### src/rtl/fpa_pkg.sv
// Shared types and constants of the first-fit pool allocator.
// Used by fpa_ctrl, fpa_dp, the top level and the checker.
package fpa_pkg;

  localparam int POOL_GRANULES = 65536;
  localparam int MEM_AW        = $clog2(POOL_GRANULES);
  localparam int IDX_W         = $clog2(POOL_GRANULES) + 1;
  localparam int SZ_W          = 21;
  localparam int F_W           = 20;
  localparam int CMP_W         = IDX_W + SZ_W;
  localparam int GRAN_BYTES    = 8;
  localparam int HDR_BYTES     = 8;
  localparam int MIN_REST      = 16;
  localparam logic [63:0] POOL_CAP = 64'(POOL_GRANULES) * 64'(GRAN_BYTES);
  localparam logic [F_W-1:0] POOL_RESET = 20'd524288;
  localparam int CFG_POOL_IDX  = 0;

  typedef enum logic [1:0] {
    FN_ALLOC = 2'd0,
    FN_FREE  = 2'd1,
    FN_RESET = 2'd2,
    FN_QUERY = 2'd3
  } func_t;

  typedef enum logic [1:0] {
    ST_DONE       = 2'd0,
    ST_ALLOC_FAIL = 2'd1,
    ST_BAD_OFFSET = 2'd2
  } status_t;

  typedef struct packed {
    logic [SZ_W-1:0]  size;
    logic [IDX_W-1:0] next;
    logic             nok;
  } hdr_t;

  typedef enum logic [4:0] {
    S_BOOT, S_IDLE, S_DEC, S_FORM,
    S_A_CHK, S_A_RD, S_A_EV, S_A_SPL1, S_A_SPL2, S_A_LNK,
    S_F_CHK, S_F_RDC, S_F_CSZ, S_F_W1, S_F_W1E, S_F_INS, S_F_LNK,
    S_F_W2I, S_F_W2, S_F_W2E, S_F_PM, S_F_SM, S_F_SME,
    S_Q_INIT, S_Q_RD, S_Q_EV,
    S_RESP_OK, S_RESP_AF, S_RESP_FR
  } state_t;

  typedef enum logic [4:0] {
    OP_NONE, OP_CAPTURE, OP_FORM, OP_W_INIT, OP_WALK_RD, OP_W_STEP,
    OP_A_EVAL, OP_A_SPL1, OP_A_SPL2, OP_LINK,
    OP_F_CUR, OP_RD_CUR, OP_F_CSZ, OP_F_INS, OP_F_PM, OP_RD_W1, OP_F_SME,
    OP_Q_STEP, OP_RESP
  } dp_op_t;

  typedef struct packed {
    dp_op_t  op;
    status_t status;
  } dp_cmd_t;

  typedef struct packed {
    func_t func;
    logic  a_bad;
    logic  f_bad;
    logic  walk_go;
    logic  w1_go;
    logic  w2_go;
    logic  fit;
    logic  split;
    logic  merge_next;
  } dp_stat_t;

endpackage

### src/rtl/fpa_ctrl.sv
// Sequencer of the pool allocator: walks each operation through its steps.
// Depends on fpa_pkg; drives fpa_dp through command and status structs.
module fpa_ctrl (
  input  logic              clk,
  input  logic              rst_n,
  input  logic              start,
  output logic              busy,
  input  fpa_pkg::dp_stat_t stat,
  output fpa_pkg::dp_cmd_t  cmd
);

  fpa_pkg::state_t state_r, state_nxt;

  always_ff @(posedge clk) begin
    if (!rst_n) begin
      state_r <= fpa_pkg::S_BOOT;
    end else begin
      state_r <= state_nxt;
    end
  end

  always_comb begin
    state_nxt = state_r;
    unique case (state_r)
      fpa_pkg::S_BOOT: state_nxt = fpa_pkg::S_IDLE;
      fpa_pkg::S_IDLE: if (start) state_nxt = fpa_pkg::S_DEC;
      fpa_pkg::S_DEC: begin
        unique case (stat.func)
          fpa_pkg::FN_ALLOC: state_nxt = fpa_pkg::S_A_CHK;
          fpa_pkg::FN_FREE:  state_nxt = fpa_pkg::S_F_CHK;
          fpa_pkg::FN_RESET: state_nxt = fpa_pkg::S_FORM;
          default:           state_nxt = fpa_pkg::S_Q_INIT;
        endcase
      end
      fpa_pkg::S_FORM:   state_nxt = fpa_pkg::S_RESP_OK;
      fpa_pkg::S_A_CHK:  state_nxt = stat.a_bad ? fpa_pkg::S_RESP_AF : fpa_pkg::S_A_RD;
      fpa_pkg::S_A_RD:   state_nxt = stat.walk_go ? fpa_pkg::S_A_EV : fpa_pkg::S_RESP_AF;
      fpa_pkg::S_A_EV: begin
        if (!stat.fit) begin
          state_nxt = fpa_pkg::S_A_RD;
        end else if (stat.split) begin
          state_nxt = fpa_pkg::S_A_SPL1;
        end else begin
          state_nxt = fpa_pkg::S_A_LNK;
        end
      end
      fpa_pkg::S_A_SPL1: state_nxt = fpa_pkg::S_A_SPL2;
      fpa_pkg::S_A_SPL2: state_nxt = fpa_pkg::S_A_LNK;
      fpa_pkg::S_A_LNK:  state_nxt = fpa_pkg::S_RESP_OK;
      fpa_pkg::S_F_CHK:  state_nxt = stat.f_bad ? fpa_pkg::S_RESP_FR : fpa_pkg::S_F_RDC;
      fpa_pkg::S_F_RDC:  state_nxt = fpa_pkg::S_F_CSZ;
      fpa_pkg::S_F_CSZ:  state_nxt = fpa_pkg::S_F_W1;
      fpa_pkg::S_F_W1:   state_nxt = stat.w1_go ? fpa_pkg::S_F_W1E : fpa_pkg::S_F_INS;
      fpa_pkg::S_F_W1E:  state_nxt = fpa_pkg::S_F_W1;
      fpa_pkg::S_F_INS:  state_nxt = fpa_pkg::S_F_LNK;
      fpa_pkg::S_F_LNK:  state_nxt = fpa_pkg::S_F_W2I;
      fpa_pkg::S_F_W2I:  state_nxt = fpa_pkg::S_F_W2;
      fpa_pkg::S_F_W2:   state_nxt = stat.w2_go ? fpa_pkg::S_F_W2E : fpa_pkg::S_F_PM;
      fpa_pkg::S_F_W2E:  state_nxt = fpa_pkg::S_F_W2;
      fpa_pkg::S_F_PM:   state_nxt = fpa_pkg::S_F_SM;
      fpa_pkg::S_F_SM:   state_nxt = stat.merge_next ? fpa_pkg::S_F_SME : fpa_pkg::S_RESP_OK;
      fpa_pkg::S_F_SME:  state_nxt = fpa_pkg::S_RESP_OK;
      fpa_pkg::S_Q_INIT: state_nxt = fpa_pkg::S_Q_RD;
      fpa_pkg::S_Q_RD:   state_nxt = stat.walk_go ? fpa_pkg::S_Q_EV : fpa_pkg::S_RESP_OK;
      fpa_pkg::S_Q_EV:   state_nxt = fpa_pkg::S_Q_RD;
      fpa_pkg::S_RESP_OK,
      fpa_pkg::S_RESP_AF,
      fpa_pkg::S_RESP_FR: state_nxt = fpa_pkg::S_IDLE;
      default:           state_nxt = fpa_pkg::S_IDLE;
    endcase
  end

  always_comb begin
    cmd.op     = fpa_pkg::OP_NONE;
    cmd.status = fpa_pkg::ST_DONE;
    busy       = (state_r != fpa_pkg::S_IDLE);
    unique case (state_r)
      fpa_pkg::S_BOOT,
      fpa_pkg::S_FORM:   cmd.op = fpa_pkg::OP_FORM;
      fpa_pkg::S_IDLE:   if (start) cmd.op = fpa_pkg::OP_CAPTURE;
      fpa_pkg::S_A_CHK,
      fpa_pkg::S_F_W2I,
      fpa_pkg::S_Q_INIT: cmd.op = fpa_pkg::OP_W_INIT;
      fpa_pkg::S_A_RD,
      fpa_pkg::S_Q_RD:   if (stat.walk_go) cmd.op = fpa_pkg::OP_WALK_RD;
      fpa_pkg::S_A_EV:   cmd.op = fpa_pkg::OP_A_EVAL;
      fpa_pkg::S_A_SPL1: cmd.op = fpa_pkg::OP_A_SPL1;
      fpa_pkg::S_A_SPL2: cmd.op = fpa_pkg::OP_A_SPL2;
      fpa_pkg::S_A_LNK,
      fpa_pkg::S_F_LNK:  cmd.op = fpa_pkg::OP_LINK;
      fpa_pkg::S_F_CHK:  cmd.op = fpa_pkg::OP_F_CUR;
      fpa_pkg::S_F_RDC:  cmd.op = fpa_pkg::OP_RD_CUR;
      fpa_pkg::S_F_CSZ:  cmd.op = fpa_pkg::OP_F_CSZ;
      fpa_pkg::S_F_W1:   if (stat.w1_go) cmd.op = fpa_pkg::OP_WALK_RD;
      fpa_pkg::S_F_W2:   if (stat.w2_go) cmd.op = fpa_pkg::OP_WALK_RD;
      fpa_pkg::S_F_W1E,
      fpa_pkg::S_F_W2E:  cmd.op = fpa_pkg::OP_W_STEP;
      fpa_pkg::S_F_INS:  cmd.op = fpa_pkg::OP_F_INS;
      fpa_pkg::S_F_PM:   cmd.op = fpa_pkg::OP_F_PM;
      fpa_pkg::S_F_SM:   if (stat.merge_next) cmd.op = fpa_pkg::OP_RD_W1;
      fpa_pkg::S_F_SME:  cmd.op = fpa_pkg::OP_F_SME;
      fpa_pkg::S_Q_EV:   cmd.op = fpa_pkg::OP_Q_STEP;
      fpa_pkg::S_RESP_OK: cmd.op = fpa_pkg::OP_RESP;
      fpa_pkg::S_RESP_AF: begin
        cmd.op     = fpa_pkg::OP_RESP;
        cmd.status = fpa_pkg::ST_ALLOC_FAIL;
      end
      fpa_pkg::S_RESP_FR: begin
        cmd.op     = fpa_pkg::OP_RESP;
        cmd.status = fpa_pkg::ST_BAD_OFFSET;
      end
      default:           cmd.op = fpa_pkg::OP_NONE;
    endcase
  end

endmodule

### config.mk
export PLATFORM = sky130hd
export DESIGN_NAME = fpa_ctrl
export DESIGN_NICKNAME = d
export VERILOG_FILES = /design/src/rtl/fpa_pkg.sv /design/src/rtl/fpa_ctrl.sv
export SDC_FILE = /design/constraint.sdc
export NUM_CORES = 1
export LEC_CHECK = 0
export BUFFER_PORTS_ARGS = -buffer_cell sky130_fd_sc_hd__buf_2
export CORE_MARGIN = 2
export CORE_UTILIZATION = 50
export CTS_CLUSTER_DIAMETER = 150
export DETAILED_ROUTE_END_ITERATION = 12
export GPL_TIMING_DRIVEN = 0
export HOLD_SLACK_MARGIN = 0.03
export PLACE_DENSITY_LB_ADDON = 0.1
export SETUP_SLACK_MARGIN = 0.2
export SYNTH_ARGS = -nofsm -noshare
export SYNTH_HDL_FRONTEND = slang
export SYNTH_SLANG_ARGS = --single-unit
export TNS_END_PERCENT = 1
### constraint.sdc
create_clock -name clk -period 1.4 [get_ports clk]
set_input_delay 0.21 -clock clk [delete_from_list [all_inputs] [get_ports clk]]
set_output_delay 0.21 -clock clk [all_outputs]
set_load 0.01 [all_outputs]
## After elaboration in Yosys (flattened, before gate mapping)

Index checks and enable logic that the tools add are counted.

- Flip-flop bits (word level): 5
- Input port bits: 13
- Output and inout port bits: 8

- Equality and inequality tests: 32
- Multiplexer cells: 19
- Reduce and logical (&&, ||, !) cells: 12

Operator list:

| kind | number |
|---|---|
| one-hot mux 5 bit (20 select lines) | 2 |
| == test 5 bit, second input constant | 13 |
| == test 5 x 4 -> 1 bit, second input constant | 8 |
| == test 5 x 3 -> 1 bit, second input constant | 4 |
| two-way mux 5 bit | 4 |
| two-way mux 4 bit | 4 |
| one-hot mux 5 bit (3 select lines) | 1 |
| OR reduction 2 bit | 7 |
| two-way mux 3 bit | 4 |
| == test 5 x 2 -> 1 bit, second input constant | 2 |
| OR reduction 3 bit | 3 |
| == test 5 x 1 -> 1 bit, second input constant | 1 |
| logical NOT 5 bit | 1 |
| != test 5 x 1 -> 1 bit, second input constant | 1 |
| one-hot mux 2 bit (2 select lines) | 1 |
| == test 2 x 1 -> 1 bit, second input constant | 1 |
| == test 2 bit, second input constant | 1 |
| logical NOT 2 bit | 1 |
| two-way mux 1 bit | 2 |
| two-way mux 2 bit | 1 |
| != test 2 bit, second input constant | 1 |

## Depth between registers and ports, before layout

Gate-level depths: netlist of the first run.

- Depth after elaboration: 3
- Mapped depth: 7
- Gate-level depth less buffers: 6

## Worst setup path after synthesis of the first run

Ideal clock, no wire load.

- Kind: reg-to-output
- From: register state_r[2]
- To: output cmd[3] (netlist name)
- Arrival time: 1210 ps
- Slack: -20 ps
- Stages on the path, launching flop included: 7
- Path buffers: 2
- Cells stage by stage: dfxtp_1 > buf_6 > buf_4 > nor2b_1 > o31ai_1 > a22oi_1 > o221ai_1

RTL lines:

| element | line | source |
|---|---|---|
| start, declared | fpa_ctrl.sv:12 | `fpa_pkg::state_t state_r, state_nxt;` |
| start signal, assigned | fpa_ctrl.sv:16 | `state_r <= fpa_pkg::S_BOOT;` |
| start signal, assigned | fpa_ctrl.sv:18 | `state_r <= state_nxt;` |
| end, declared | fpa_ctrl.sv:9 | `output fpa_pkg::dp_cmd_t cmd` |

==> results of run 1 <==
==> cell usage after synthesis (2+ instances only) <==
| master | count | area share |
|---|---|---|
| buf_4 | 5 | 0.036 |
| a31oi_1 | 2 | 0.012 |
| a21oi_1 | 12 | 0.057 |
| a2bb2oi_1 | 3 | 0.025 |
| and2_1 | 2 | 0.012 |
| nand4b_1 | 2 | 0.017 |
| a21o_1 | 4 | 0.029 |
| ha_1 | 4 | 0.048 |
| o21ai_1 | 4 | 0.019 |
| nand2_1 | 13 | 0.046 |
| nand3b_1 | 5 | 0.036 |
| buf_2 | 6 | 0.029 |
| a211oi_1 | 2 | 0.014 |
| inv_1 | 7 | 0.025 |
| dfxtp_1 | 5 | 0.095 |
| o31ai_1 | 2 | 0.014 |
| buf_6 | 3 | 0.032 |
| nand3_1 | 3 | 0.014 |
| nor3_1 | 2 | 0.0095 |
| o21ai_0 | 2 | 0.0095 |
| o32ai_1 | 3 | 0.025 |
| a22oi_1 | 2 | 0.014 |
| nor2_1 | 13 | 0.046 |
| or3_1 | 2 | 0.012 |
| o22ai_1 | 5 | 0.030 |
| nor2b_1 | 5 | 0.030 |
| nand2b_1 | 9 | 0.053 |
==> power breakdown <==
group	switching (uW)	internal [uW]	leakage, uW
Clock	80.7	109	0.0000150
Sequential	59.6	196	0.0000429
Combinational	1070	910	0.000554
==> logic make-up after synthesis <==
kind of cell / share of synthesized area
AND/OR/NAND/NOR: 0.3421
AO/OA/AOI/OAI: 0.3908
buffers and inverters: 0.1247
flip-flops: 0.09502
adder cells (fa/ha/maj): 0.04751
==> cell type report <==
| type | count | area, um^2 | share of cell area |
|---|---|---|---|
| tap | 27 | 33.78 | 0.02228 |
| timing repair buffer | 30 | 200.2 | 0.1320 |
| sequential | 5 | 108.9 | 0.07178 |
| inverter | 8 | 30.03 | 0.01980 |
| clock buffer | 4 | 26.28 | 0.01733 |
| buffer | 14 | 177.7 | 0.1172 |
| multi-input combinational | 123 | 939.7 | 0.6196 |
==> metrics by stage <==
step                total power [uW]  hold slack (ps)    util  setup slack (ps)  TNS [ps]
floorplan                       1447            326.2       -             50.15         0
global placement                1802            471.2  0.6307            -233.5    -856.6
detailed placement              1813            461.4  0.6307            -234.8    -885.0
CTS                             2081            187.8  0.6673            -428.9     -2312
global route                    2558            183.6  0.7652            -568.9     -3491
finish                          2427            189.0  0.7652            -482.7     -2847
==> cells in the final DEF, fill, tap and decap left out, drive strengths merged, types with 3 or more instances in the layout <==
cell      n
buf      42
nor2     13
nand2    13
a21oi    12
nand2b    9
inv       8
clkbuf    6
o21ai     6
nand3b    5
nor2b     5
o22ai     5
dfxtp     5
a21o      4
ha        4
a2bb2oi   3
nand3     3
o32ai     3
nor3      3
==> worst min path at each step <==
stage / slack [ps] / from / cells after the start / end
3_5_place_dp: 460 / rst_n / 2 / state_r[0]
2_1_floorplan: 330 / rst_n / 2 / state_r[1]
4_1_cts: 190 / rst_n / 2 / state_r[0]
6_report: 190 / rst_n / 2 / state_r[0]
5_1_grt: 180 / rst_n / 2 / state_r[0]
3_3_place_gp: 470 / rst_n / 2 / state_r[0]
==> metal layers <==
| layer | routed length, um | global-route usage | vias up |
|---|---|---|---|
| met5 | 0 | 0 | - |
| met4 | 195 | 0.1667 | 0 |
| met3 | 469 | 0.06061 | 22 |
| met2 | 1946 | 0.5089 | 114 |
| met1 | 1489 | 0.3850 | 658 |
| li1 | - | - | 629 |
==> worst register-to-register path: stages, from the launching register on <==
cell and delay (ps):
dfxtp_1 300, buf_6 130, buf_4 140, nand2b_2 220, or3_4 390, a21oi_2 150, o31a_1 140
==> timing repair <==
item                                    in CTS  in global routing
hold buffers                                 0                  0
setup buffers                                0                  9
resized for setup                           15                 22
endpoints found under the setup margin      13                 13
pin swaps                                    6                  8
endpoints found under the hold margin        0                  0
gates cloned                                 0                  1
==> metrics.cfg, run 1 <==
[critical_path]
crit_path_end_kind = output pin
path_class = reg2out
slowest_stage = dfxtp_1
critPathLaunch = state_r[0]
cp_max_fo = 10
r2r_start = state_r[2]
reg2reg_slack_ps = -120
crit_chain = buf_4, inv_1, o21ai_0, o22a_1, nand3_1, buf_2
r2r_cells = 6
cpPeakStageDelay_ps = 350
cp.depth = 6
cp_data_required_time_ps = 1190
cp_top_family = buffers and inverters
crit_end = cmd[4]
critPathArrivalTime_ps = 1670
critPathBufInv = 3
start_kind = register
r2r_end = state_r[0]

[clock_tree]
clk_path_buf_depth = 2
htree_levels = 1
cts_buffers = 3
path_clk_slew_ps = 50
cts.sinks = 5
cts_tree = yes
cts_root_buf = clkbuf_4
clock_latency_ps = 270

[drt]
num_vias = 1423
drt_pass1_iterations = 5
first_iter_violations = 92
wl_per_cell_um = 19.44
drt_wl_total_um = 4101
ant_nets = 0
drc = 0
vias_per_cell = 6.744

[layout]
layout-drive-gt1-share = 0.4293
reg_top3 = state_r (5)
final_area_um2 = 1516
fill_cells = 135
nNetsFinal = 202
area_growth_syn_to_layout_pct = 43.94
largest_register_ff_count = 5
n_antenna_cell = 0
fin_cells = 211
regMostFlops = state_r

[global_route]
antenna_found_initial = 0
grt_pass1_vias = 1240
grt_max_degree = 11
grt_pass1_wl_um = 5858
grtUsageTotal = 0.3127
overflow = 0

[sta]
fmax_ghz = 0.5312
finalSetupViolations = 12
final.period_utilization = 1.345
fin_ws_ps = -482.7
finalHoldViolCount = 0
min_period_ps = 1883
rsz0062_at_grt = yes
drv_slew = 0
tightest_slew_ps = 335.1
slew_headroom = 0.7764
clock_skew_ps = 9.123

[logic_synthesis]
ys_types = 50
ys_ff_latch = 5
synthesis.nets = 167
syn_inst = 150
synth_ff_type = dfxtp_1
avgSynthCellArea_um2 = 7.023
synthesis.area_um2 = 1054
yosysWarnings = 0
ys_seq_area_frac = 0.09501
synth-edff-count = 0
async_reset_ff_frac = 0

[power_and_ir_drop]
vdd_ir_drop_max_mv = 0.9714
powerDensity_nw_per_um2 = 1600
p_leak_uw = 0.0006119

[flow_run]
drv_cap = 0

[die]
pin_count = 21
start_util = 0.5316
die_area_um2 = 2490
die_h_um = 49.90
design.core.area_um2 = 1982
die_w_um = 49.90
num_rows = 16

[worst_hold_path]
min_path_type = in2reg

[run_status]
violations = setup timing
status = finished with violations

[placement]
gp_congestion = 0.9609
hpwl_um = 2564
port_buffers = 20
placed_cell_area_um2 = 1250
placed_cells = 197

Note: power is estimated with default switching activity, not from simulation.
==> run 2: changes to the inputs <==
--- a/config.mk
+++ b/config.mk
@@ -6,7 +6,7 @@
 export NUM_CORES = 1
 export LEC_CHECK = 0
 export BUFFER_PORTS_ARGS = -buffer_cell sky130_fd_sc_hd__buf_2
-export CORE_MARGIN = 2
+export CORE_MARGIN = 1
 export CORE_UTILIZATION = 50
 export CTS_CLUSTER_DIAMETER = 150
 export DETAILED_ROUTE_END_ITERATION = 12
==> run 2 against run 1 <==
Compared with the run above:
- hold slack improved by 24 ps
- cell count rose by 0.47%
- maximum frequency rose by 5.7%
- largest cell class unchanged
- clock skew fell by 7.4 ps
- sequential power fell by 4%
- the flow still finishes with violations (setup timing)
- sequential share of layout area barely moved
- clock power fell by 9%
- via count did not move
==> metrics.cfg, run 2 (synthesis results as in run 1) <==
[run_status]
status = finished with violations
violations = setup timing

[drt]
first_iter_violations = 72
ant_nets = 0
vias_per_cell = 6.712
num_vias = 1423
wl_per_cell_um = 18.19
drt_pass1_iterations = 4
drt_wl_total_um = 3857
drc = 0

[die]
die_area_um2 = 2294
pin_count = 21
design.core.area_um2 = 1962
die_h_um = 47.90
start_util = 0.5370
die_w_um = 47.90
num_rows = 16

[global_route]
grtUsageTotal = 0.3481
grt_pass1_wl_um = 5533
gr-max-usage-layer = met2
use_met3 = 0.1057
antenna_found_initial = 0
grt_max_degree = 11
use_met1 = 0.4602
overflow = 0
gr-usage-met2 = 0.5459
grt_pass1_vias = 1176

[critical_path]
start_kind = register
cp_data_required_time_ps = 1190
path_class = reg2out
r2r_cells = 8
crit_path_end_kind = output pin
cp_max_fo = 7
crit_chain = buf_6, buf_8, nor2b_4, o31ai_2, a22oi_1, o221ai_2, buf_2
critPathBufInv = 3
critPathArrivalTime_ps = 1570
cp.depth = 7
cpPeakStageDelay_ps = 310
cp_top_family = compound AO/OA/AOI/OAI gates
slowest_stage = dfxtp_2

[clock_tree]
cts_buffers = 3
clk_path_buf_depth = 2
clock_latency_ps = 250
path_clk_slew_ps = 40
cts_root_buf = clkbuf_4
cts_tree = yes
htree_levels = 1
cts.sinks = 5
ctsHoldBuffers = 0

[layout]
nNetsFinal = 203
seq_area_um2 = 105.1
regMostFlops = state_r
final_cell_mix = 21 x buf_2, 12 x buf_4, 12 x nor2_1, 10 x nand2_1, 10 x a21oi_1
multi_input_area_um2 = 924.6
fill_cells = 171
final_common_cell = buf_2
reg_top3 = state_r (5)
n_antenna_cell = 0
area_growth_syn_to_layout_pct = 39.43
largest_register_ff_count = 5
layout-drive-gt1-share = 0.4324

[power_and_ir_drop]
vdd_ir_drop_max_mv = 0.8980
powerDensity_nw_per_um2 = 1569
p_leak_uw = 0.0006083

[placement]
gp_congestion = 0.9613
place_ws_ps = -226.9
hpwl_um = 2606
port_buffers = 20

[sta]
rsz0062_at_grt = yes
finalHoldViolCount = 0
final.period_utilization = 1.272
fmax_ghz = 0.5614
clock_skew_ps = 1.699
setup_tns_ps = -2747
drv_slew = 0
slew_headroom = 0.7918
finalSetupViolations = 13
tightest_slew_ps = 311.1
fin_ws_ps = -381.1
min_period_ps = 1781

[worst_hold_path]
hold_depth = 3
min_path_type = in2reg

[flow_run]
drv_cap = 0

run 2: worst min-delay path, delay by kind of cell:
family | cells | cell delay, ps
AND/OR/NAND/NOR | 1 | 60
AO/OA/AOI/OAI | 1 | 40
buffers and inverters | 1 | 110
run 2: timing repair:
| action | in CTS | in global routing |
|---|---|---|
| resized for setup | 15 | 17 |
| setup buffers | 6 | 5 |
| setup endpoints to repair | 13 | 13 |
| pin swaps | 4 | 7 |
run 2: area by class of cell:
type / instances / area share
well taps: 27 / 0.02300
clock buffers: 4 / 0.01789
repair buffers: 31 / 0.1252
inverters: 8 / 0.02044
flip-flops and latches: 5 / 0.07155
plain buffers: 14 / 0.1124
multi-input cells: 123 / 0.6295
run 2: through the flow:
| stage | instances | total power [uW] | cell area [um^2] | utilization | hold WS [ps] |
|---|---|---|---|---|---|
| floorplan | 150 | 1447 | 1116 | - | 326.2 |
| global placement | 197 | 1793 | 1250 | 0.6371 | 469.9 |
| detailed placement | 197 | 1817 | 1250 | 0.6371 | 468.4 |
| CTS | 207 | 2112 | 1373 | 0.6996 | 203.5 |
| global route | 212 | 2450 | 1469 | 0.7487 | 204.1 |
| finish | 212 | 2304 | 1469 | 0.7487 | 212.6 |
run 2: power by group:
| group | internal (uW) | total (uW) | leakage [uW] | switching [uW] |
|---|---|---|---|---|
| Sequential | 193 | 244 | 0.0000428 | 51.3 |
| Combinational | 860 | 1890 | 0.000551 | 1030 |
| Clock | 108 | 173 | 0.0000150 | 64.6 |
| Total | 1160 | 2300 | 0.000608 | 1140 |
run 2: path summary, 6_finish.rpt:
path,startpoint,endpoint,slack [ps]
worst min register to register,state_r[0],state_r[4],730
worst max register to register,state_r[3],state_r[1],-160
worst min-delay path,rst_n,state_r[1],210
worst max-delay path,state_r[2],cmd[3],-380
run 2: per-layer routing:
layer	vias to the layer above	routed length, um
met5	-	0
met4	0	79
met3	14	464
met2	118	1826
met1	655	1486
li1	636	-
